[src/hw/rtl/amd_pkg.sv]
// Shared types, constants and helper functions for the adjacency-matrix
// depth-first walk block. Depends on nothing; every other file uses it.

package amd_pkg;

	localparam int NUM_VERTICES = 8;
	localparam int VERT_W = 3;
	localparam int IDX_W = $clog2(NUM_VERTICES);
	localparam int DEPTH_W = $clog2(NUM_VERTICES + 1);
	localparam int WEIGHT_W = 16;

	localparam logic KIND_EDGE = 1'b0;
	localparam logic KIND_WALK = 1'b1;

	typedef struct packed {
		logic                kind;
		logic [VERT_W-1:0]   vertex_a;
		logic [VERT_W-1:0]   vertex_b;
		logic [WEIGHT_W-1:0] weight;
	} item_t;

	typedef struct packed {
		logic [VERT_W-1:0] visited_vertex;
		logic              last;
	} result_t;

	typedef enum logic {
		ST_IDLE,
		ST_WALK
	} state_t;

	// Commands from the controller to the datapath.
	typedef struct packed {
		logic edge_wr;
		logic walk_init;
		logic step;
		logic emit;
		logic emit_last;
	} cmd_t;

	// Status from the datapath to the controller.
	typedef struct packed {
		logic start_ok;
		logic cand_any;
		logic depth_one;
	} status_t;

	function automatic logic in_range(input logic [VERT_W-1:0] v);
		return int'(v) < NUM_VERTICES;
	endfunction

	// Index of the lowest set bit; zero when no bit is set.
	function automatic logic [IDX_W-1:0] lowest_bit(input logic [NUM_VERTICES-1:0] bits);
		logic [IDX_W-1:0] idx;
		idx = '0;
		for (int k = NUM_VERTICES - 1; k >= 0; k--) begin
			if (bits[k]) begin
				idx = IDX_W'(k);
			end
		end
		return idx;
	endfunction

endpackage

[src/hw/rtl/adjacency_matrix_dfs.sv]
// Top level of the adjacency-matrix depth-first walk block.
// Depends on amd_pkg, amd_ctrl and amd_datapath.
//
//   channel   handshake               payload           transfer
//   -------   ---------------------   ---------------   ----------------------------
//   input     start, busy             item (item_t)     edge where start && !busy
//   result    strobe                  result (result_t) edge ending the strobe cycle
//
// A set-edge word leaves busy low, so another word can follow in the
// next cycle. A run word holds busy high while its walk runs: each step
// of the walk loop either pushes a neighbour or pops the stack, reading
// one matrix row and running one priority encoder.
// Each result word is registered from the step that decides it, so the
// final word (last set) is on the ports in the cycle where busy has just
// dropped. A run word whose start vertex is out of range leaves no result.
// Reset clears the matrix, the visited map and the stack depth at once.
// The receiver cannot stall; every strobed word is taken as it appears.

module adjacency_matrix_dfs (
	input  logic             clk,
	input  logic             arst_n,
	input  logic             start,
	output logic             busy,
	input  amd_pkg::item_t   item,
	output logic             strobe,
	output amd_pkg::result_t result
);

	amd_pkg::cmd_t    cmd;
	amd_pkg::status_t status;

	// The controller sequences word acceptance and the walk loop.
	amd_ctrl u_ctrl (
		.clk    (clk),
		.arst_n (arst_n),
		.start  (start),
		.kind   (item.kind),
		.status (status),
		.busy   (busy),
		.cmd    (cmd)
	);

	// The datapath holds all graph and walk state and the result register.
	amd_datapath u_datapath (
		.clk    (clk),
		.arst_n (arst_n),
		.item   (item),
		.cmd    (cmd),
		.status (status),
		.strobe (strobe),
		.result (result)
	);

	a_fall_last: assert property (@(posedge clk) disable iff (!arst_n)
		$fell(busy) |-> strobe && result.last)
		else $error("walk ended without a last word");

	a_last_idle: assert property (@(posedge clk) disable iff (!arst_n)
		strobe && result.last |-> !busy)
		else $error("last word while walk still running");

	a_edge_quiet: assert property (@(posedge clk) disable iff (!arst_n)
		start && !busy && item.kind == amd_pkg::KIND_EDGE |=> !busy && !strobe)
		else $error("set-edge word caused activity");

endmodule

[src/hw/rtl/amd_ctrl.sv]
// Controller state machine of the depth-first walk block.
// Depends on amd_pkg for the state, command and status types.

module amd_ctrl (
	input  logic             clk,
	input  logic             arst_n,
	input  logic             start,
	input  logic             kind,
	input  amd_pkg::status_t status,
	output logic             busy,
	output amd_pkg::cmd_t    cmd
);

	amd_pkg::state_t state_q;
	amd_pkg::state_t state_next;

	always_ff @(posedge clk or negedge arst_n) begin
		if (!arst_n) begin
			state_q <= amd_pkg::ST_IDLE;
		end else begin
			state_q <= state_next;
		end
	end

	always_comb begin
		state_next = state_q;
		case (state_q)
			amd_pkg::ST_IDLE: begin
				if (start && kind == amd_pkg::KIND_WALK && status.start_ok) begin
					state_next = amd_pkg::ST_WALK;
				end
			end
			amd_pkg::ST_WALK: begin
				if (!status.cand_any && status.depth_one) begin
					state_next = amd_pkg::ST_IDLE;
				end
			end
			default: begin
				state_next = amd_pkg::ST_IDLE;
			end
		endcase
	end

	always_comb begin
		busy = 1'b0;
		cmd = '0;
		case (state_q)
			amd_pkg::ST_IDLE: begin
				cmd.edge_wr = start && kind == amd_pkg::KIND_EDGE;
				cmd.walk_init = start && kind == amd_pkg::KIND_WALK;
			end
			amd_pkg::ST_WALK: begin
				busy = 1'b1;
				cmd.step = 1'b1;
				// The held vertex goes out once its successor is known or the
				// stack is about to run empty.
				cmd.emit = status.cand_any || status.depth_one;
				cmd.emit_last = !status.cand_any;
			end
			default: begin
				busy = 1'b0;
			end
		endcase
	end

endmodule

[src/hw/rtl/amd_datapath.sv]
// Datapath of the depth-first walk block: adjacency matrix, visited map,
// walk stack, neighbor selection and the result register. Depends on amd_pkg.

module amd_datapath (
	input  logic             clk,
	input  logic             arst_n,
	input  amd_pkg::item_t   item,
	input  amd_pkg::cmd_t    cmd,
	output amd_pkg::status_t status,
	output logic             strobe,
	output amd_pkg::result_t result
);

	logic [amd_pkg::NUM_VERTICES-1:0] adj_q [amd_pkg::NUM_VERTICES];
	logic [amd_pkg::NUM_VERTICES-1:0] visited_q;
	logic [amd_pkg::IDX_W-1:0]        stack_q [amd_pkg::NUM_VERTICES];
	logic [amd_pkg::DEPTH_W-1:0]      depth_q;
	logic [amd_pkg::IDX_W-1:0]        pend_q;
	logic                             strobe_q;
	amd_pkg::result_t                 result_q;

	logic [amd_pkg::DEPTH_W-1:0]      depth_m1;
	logic [amd_pkg::IDX_W-1:0]        top_idx;
	logic [amd_pkg::IDX_W-1:0]        next_idx;
	logic [amd_pkg::IDX_W-1:0]        va_idx;
	logic [amd_pkg::IDX_W-1:0]        vb_idx;
	logic [amd_pkg::NUM_VERTICES-1:0] cand;
	logic                             edge_ok;
	logic                             edge_set;
	logic                             can_push;

	assign va_idx = amd_pkg::IDX_W'(item.vertex_a);
	assign vb_idx = amd_pkg::IDX_W'(item.vertex_b);
	assign edge_ok = amd_pkg::in_range(item.vertex_a) && amd_pkg::in_range(item.vertex_b);
	assign edge_set = item.weight != '0;

	assign depth_m1 = depth_q - amd_pkg::DEPTH_W'(1);
	assign top_idx = stack_q[depth_m1[amd_pkg::IDX_W-1:0]];
	assign cand = adj_q[top_idx] & ~visited_q;
	assign next_idx = amd_pkg::lowest_bit(cand);
	assign can_push = depth_q < amd_pkg::DEPTH_W'(amd_pkg::NUM_VERTICES);

	assign status.start_ok = amd_pkg::in_range(item.vertex_a);
	assign status.cand_any = |cand;
	assign status.depth_one = depth_q == amd_pkg::DEPTH_W'(1);

	// Both directions of an edge are written together. A self loop touches
	// only the one diagonal bit.
	always_ff @(posedge clk or negedge arst_n) begin
		if (!arst_n) begin
			for (int i = 0; i < amd_pkg::NUM_VERTICES; i++) begin
				adj_q[i] <= '0;
			end
		end else if (cmd.edge_wr && edge_ok) begin
			adj_q[va_idx][vb_idx] <= edge_set;
			if (vb_idx != va_idx) begin
				adj_q[vb_idx][va_idx] <= edge_set;
			end
		end
	end

	always_ff @(posedge clk or negedge arst_n) begin
		if (!arst_n) begin
			visited_q <= '0;
			depth_q <= '0;
			strobe_q <= 1'b0;
		end else begin
			strobe_q <= cmd.emit;
			if (cmd.walk_init) begin
				if (status.start_ok) begin
					visited_q <= amd_pkg::NUM_VERTICES'(1) << va_idx;
					depth_q <= amd_pkg::DEPTH_W'(1);
				end else begin
					visited_q <= '0;
					depth_q <= '0;
				end
			end else if (cmd.step) begin
				if (status.cand_any) begin
					visited_q <= visited_q | (amd_pkg::NUM_VERTICES'(1) << next_idx);
					if (can_push) begin
						depth_q <= depth_q + amd_pkg::DEPTH_W'(1);
					end
				end else begin
					depth_q <= depth_m1;
				end
			end
		end
	end

	always_ff @(posedge clk) begin
		if (cmd.walk_init) begin
			stack_q[0] <= va_idx;
			pend_q <= va_idx;
		end else if (cmd.step && status.cand_any) begin
			if (can_push) begin
				stack_q[depth_q[amd_pkg::IDX_W-1:0]] <= next_idx;
			end
			pend_q <= next_idx;
		end
		if (cmd.emit) begin
			result_q.visited_vertex <= amd_pkg::VERT_W'(pend_q);
			result_q.last <= cmd.emit_last;
		end
	end

	assign strobe = strobe_q;
	assign result = result_q;

	a_depth_bound: assert property (@(posedge clk) disable iff (!arst_n)
		depth_q <= amd_pkg::DEPTH_W'(amd_pkg::NUM_VERTICES))
		else $error("walk stack depth beyond vertex count");

	a_init_one: assert property (@(posedge clk) disable iff (!arst_n)
		cmd.walk_init && status.start_ok |=> depth_q == amd_pkg::DEPTH_W'(1)
		&& $onehot(visited_q))
		else $error("walk did not start with one stacked, visited vertex");

	a_visit_grows: assert property (@(posedge clk) disable iff (!arst_n)
		cmd.step && status.cand_any |=>
		$countones(visited_q) == $countones($past(visited_q)) + 1)
		else $error("taken neighbor was already visited");

	a_last_empty: assert property (@(posedge clk) disable iff (!arst_n)
		strobe_q && result_q.last |-> depth_q == '0)
		else $error("last word sent while stack still holds vertices");

endmodule
[config.mk]
export PLATFORM = sky130hd
export DESIGN_NAME = adjacency_matrix_dfs
export DESIGN_NICKNAME = d
export VERILOG_FILES = /design/src/hw/rtl/amd_pkg.sv /design/src/hw/rtl/adjacency_matrix_dfs.sv /design/src/hw/rtl/amd_ctrl.sv /design/src/hw/rtl/amd_datapath.sv
export SDC_FILE = /design/constraint.sdc
export NUM_CORES = 1
export LEC_CHECK = 0
export BUFFER_PORTS_ARGS = -buffer_cell sky130_fd_sc_hd__buf_2
export CORE_MARGIN = 3
export CORE_UTILIZATION = 25
export CTS_CLUSTER_SIZE = 24
export DETAILED_ROUTE_END_ITERATION = 12
export PLACE_DENSITY_LB_ADDON = 0.3
export SYNTH_ARGS = -nofsm -noshare
export SYNTH_HDL_FRONTEND = slang
export SYNTH_SLANG_ARGS = --single-unit
export TNS_END_PERCENT = 20
[constraint.sdc]
create_clock -name clk -period 11.7 [get_ports clk]
set_clock_uncertainty 0.15 [all_clocks]
set_input_delay 0.585 -clock clk [delete_from_list [all_inputs] [get_ports clk]]
set_output_delay 0.585 -clock clk [all_outputs]
set_load 0.005 [all_outputs]
==> parameters.txt <==
Parameter                              Value

Power
  Fraction of power spent switching nets ... 43.1%
  Sequential power share ... between 30 and 40%
  Internal power of the cells ... around 0.0011 W
  Power share of the clock group ... 15.6%
  Power density cells ... around 300 nW/µm²
  Switching power ... between 0.0008 and 0.0009 W
  Peak supply drop ... ~0.15 mV
  Pwr Total ... between 0.0015 and 0.002 W
  Combinational Power Share ... between 50% and 60%
  P_leak ... 2.70 nW

Synth
  Syn_nets ... 526
  Synthesized area ... 5840 µm²
  Dominant register cell in the synthesized netlist ... sky130_fd_sc_hd__dfrtp_1
  Fraction of registers with async set/reset ... 71.6%
  Mapped Avg Cell Area ... approximately 12 µm²
  Number of flops mapped to enable cells by yosys ... 31
  Sequential share of the synthesized area ... 49.4%
  Total of flip-flops plus latches after synthesis ... 109
  Number of warnings reported in the yosys synthesis log ... 0
  Gate Count Post-Synth ... 497
  Count of unique library cells instantiated by Yosys ... 60

Die
  Die outline height ... between 150 and 200 µm
  Die Outline Area ... ~25,000 µm²
  Number of cell rows ... 55
  Core Footprint ... 22,800 µm²
  Die width ... ~160 µm
  Count of pins on the block boundary ... 32
  Initial Utilization ... about a quarter

Worst setup path
  Cells on worst reg2reg path ... 10
  Critical Path Most Common Cell ... sky130_fd_sc_hd__mux2i_1
  Largest stage delay on the critical path ... approximately 0.92 ns
  Crit path kind ... register to register
  Highest net fanout along the worst path ... 23
  Critical path data required time ... 11.62 ns
  FF-to-FF setup slack ... 6.39 ns
  Startpoint type of the worst setup path ... register
  Cells traversed along the worst timing path ... inv_1 > ha_1 > mux4_2 > mux2i_4 > mux2i_1 > mux2i_1 > a22oi_1 > nand4_2 > o211ai_2 > mux2_2
  Critical Path AT ... between 5 and 6 ns
  Slowest-stage cell, CP ... sky130_fd_sc_hd__mux2i_4
  Kind of end point of the critical path ... register
  Critical register-to-register path endpoint ... u_datapath.stack_q[0][0]
  R2r startpoint ... u_datapath.depth_q[0]

Placement
  Post-detail-place hpwl ... ~10000 µm
  Port bufs ... 31
  Cell area reported after detailed placement ... ~6200 µm²
  Final GP Congestion ... between 0.8 and 0.9

STA
  Count of endpoints failing hold in the final timing report ... 0
  Final worst-path cycle share ... 45.4%
  Worst slew margin relative to its limit ... 20.1%
  Actual transition at the worst max-transition pin ... approximately 1.2 ns
  Final Max Slew Viols ... 0
  Sum of negative setup slack ... 0 ns
  Maximum achievable frequency ... roughly 190 MHz
  Unrepaired setup endpoints after global routing ... false
  Post-route minimum period ... around 5.3 ns
  Smallest hold slack ... 0.232 ns
  Final setup violation count ... 0

Final layout
  Number of nets in the layout ... 535
  Commonest cells after routing, fill and taps aside ... sky130_fd_sc_hd__dfrtp_1, sky130_fd_sc_hd__mux2_2, sky130_fd_sc_hd__nand2_1
  ANT cells ... 0
  Sequential cell area ... a little under 3000 µm²
  Area of all placed cells without fillers ... 6510 µm²
  Most common cell after layout, fill and taps aside ... sky130_fd_sc_hd__dfrtp_1
  Total area of multi-input combinational cells ... 2760 µm²
  Layout filler cell count ... about 2.3k
  Layout cells sized above 1 ... between 20% and 30%
  Area Growth Syn to Fin ... 11.5%

Route
  DRC viols ... 0
  Final routed wire length divided by cell count ... between 15 and 20 µm
  Vias per cell ... 4.93
  Pre-antenna DRT Iters ... 5
  Iteration-0 DRC count of the detailed router ... 267
  Number of vias in the routed layout ... between 4k and 5k
  Routed wire length ... 14,400 µm
  Antenna Nets Post-Route ... 0

GRT
  Maximum number of pins on one net before global-route repair ... roughly 80
  Global routing usage on met2 ... between 15 and 20%
  Wire length of the first global-routing pass ... around 23,000 µm
  Overflow after GRT ... 0
  Total track usage ... between 10 and 15%
  Vias in the first global route ... 4,048
  Peak-usage layer in the global routing report ... met2
  Number of antenna violations at the first check in global routing ... 2
  Met1 Resource Use GR ... 15.5%
  Met3 Use GR ... 3.05%

Clock tree
  Root Buffer ... sky130_fd_sc_hd__clkbuf_16
  Clock transition at path regs ... 0.07 ns
  Post-cts hold buffer count ... 0
  Number of buffers inserted during clock tree synthesis ... 9
  Post-CTS Setup Bufs ... 0
  Level count of the clock H-tree ... 3
  Maximum count of clock buffers along a single path ... 2
  CTS-repair resized insts ... 0
  Clock tree from TritonCTS ... yes
  Clock network latency to the later pin of the worst-skew pair ... 0.35 ns
  TritonCTS sink count ... approximately 110

Run
  Max_cap viols ... 0

Run status
  Outcome ... finished, final reports clean

Worst hold path
  Worst min-delay path category ... input port to async pin
==> layout make-up <==
cell class / count / area share [%]
Sequential cell: 109 / 44.3
Timing Repair Buffer: 33 / 2.65
Clock inverter: 4 / 0.749
Multi-Input combinational cell: 349 / 42.4
Clock buffer: 12 / 3.63
Tap cell: 313 / 6.01
Inverter: 4 / 0.231
==> Yosys cell counts (3+ instances only) <==
cell type,count,area share [%]
sky130_fd_sc_hd__a21oi_1,8,0.69
sky130_fd_sc_hd__a22oi_2,4,0.86
sky130_fd_sc_hd__a31oi_1,3,0.32
sky130_fd_sc_hd__and3_1,3,0.32
sky130_fd_sc_hd__buf_2,4,0.34
sky130_fd_sc_hd__buf_6,5,0.96
sky130_fd_sc_hd__clkbuf_1,23,1.5
sky130_fd_sc_hd__dfrtp_1,78,33
sky130_fd_sc_hd__edfxtp_1,31,16
sky130_fd_sc_hd__ha_1,3,0.64
sky130_fd_sc_hd__inv_1,4,0.26
sky130_fd_sc_hd__mux2_2,67,13
sky130_fd_sc_hd__mux2i_1,43,7.4
sky130_fd_sc_hd__mux4_2,6,2.3
sky130_fd_sc_hd__nand2_1,56,3.6
sky130_fd_sc_hd__nand2b_1,3,0.32
sky130_fd_sc_hd__nand3_1,8,0.69
sky130_fd_sc_hd__nand3b_1,8,1.0
sky130_fd_sc_hd__nor2_1,24,1.5
sky130_fd_sc_hd__nor2b_1,5,0.54
sky130_fd_sc_hd__nor3_1,10,0.86
sky130_fd_sc_hd__nor4_1,9,0.96
sky130_fd_sc_hd__o21ai_0,14,1.2
sky130_fd_sc_hd__o22ai_1,28,3.0
sky130_fd_sc_hd__or3_1,3,0.32
sky130_fd_sc_hd__or3b_2,4,0.60
==> power groups by stage <==
stage / Sequential (W) / Combinational [W] / Clock [W]
after global placement: 0.000609 / 0.00103 / 0
after detailed placement: 0.000609 / 0.00105 / 0
final: 0.000602 / 0.00105 / 0.000304
after global routing: 0.000614 / 0.00115 / 0.000329
after CTS: 0.000602 / 0.00105 / 0.000312
after floorplan: 0.000570 / 0.000867 / 0
==> worst max path at each step <==
stage / startpoint / to / slack [ns] / depth (start not counted)
finish: u_datapath.depth_q[0] / u_datapath.stack_q[0][0] / 6.39 / 10
global route: u_datapath.depth_q[0] / u_datapath.stack_q[4][2] / 5.91 / 11
CTS: u_datapath.depth_q[0] / u_datapath.stack_q[0][0] / 6.41 / 10
detailed placement: u_datapath.depth_q[0] / u_datapath.stack_q[5][0] / 6.41 / 10
global placement: u_datapath.depth_q[0] / u_datapath.stack_q[2][0] / 6.61 / 10
floorplan: u_datapath.depth_q[0] / u_datapath.stack_q[1][0] / 7.56 / 15
==> worst max-delay path: cells and delay by family (launching register included) <==
family / cells / cell delay (ns)
adders and majority gates: 1 / 0.54
and+or+nand+nor: 1 / 0.29
AOI/OAI and AO/OA: 2 / 0.92
DFF: 1 / 0.76
muxes: 5 / 2.18
buffers and inverters: 1 / 0.17
==> kinds of logic (layout without fill, tap and decap cells) <==
kind of cell / Yosys count / count (layout) / share of synthesized area, %
buf+inv: 39 / 53 / 3.36
fa+ha+maj: 3 / 3 / 0.643
compound gates: 86 / 86 / 10.7
xor+xnor: 1 / 1 / 0.279
mux: 118 / 118 / 23.4
simple gates: 141 / 141 / 12.3
flops: 109 / 109 / 49.4
==> state kept, by name, summed over array words and instances (netlist names), named ones only <==
| name | count |
|---|---|
| u_ctrl.state_q | 1 |
| u_datapath.adj_q | 56 |
| u_datapath.depth_q | 4 |
| u_datapath.pend_q | 3 |
| u_datapath.result | 4 |
| u_datapath.stack_q | 24 |
| u_datapath.strobe | 1 |
| u_datapath.visited_q | 8 |
==> routing by layer <==
| metal | routed length (µm) | share of wire, % |
|---|---|---|
| met1 | 6690 | 46 |
| met2 | 6810 | 47 |
| met3 | 733 | 5.1 |
| met4 | 165 | 1.1 |
| met5 | 13 | 0.090 |
==> stage by stage <==
stage | worst slack [ns] | util [%] | instances
2_1_floorplan | 7.56 | - | 497
4_1_cts | 6.41 | 28.6 | 824
3_5_place_dp | 6.41 | 27.3 | 808
6_report | 6.39 | 28.6 | 824
5_1_grt | 5.91 | 28.6 | 824
3_3_place_gp | 6.61 | 27.3 | 808
Power figures use the tool's default switching activity.
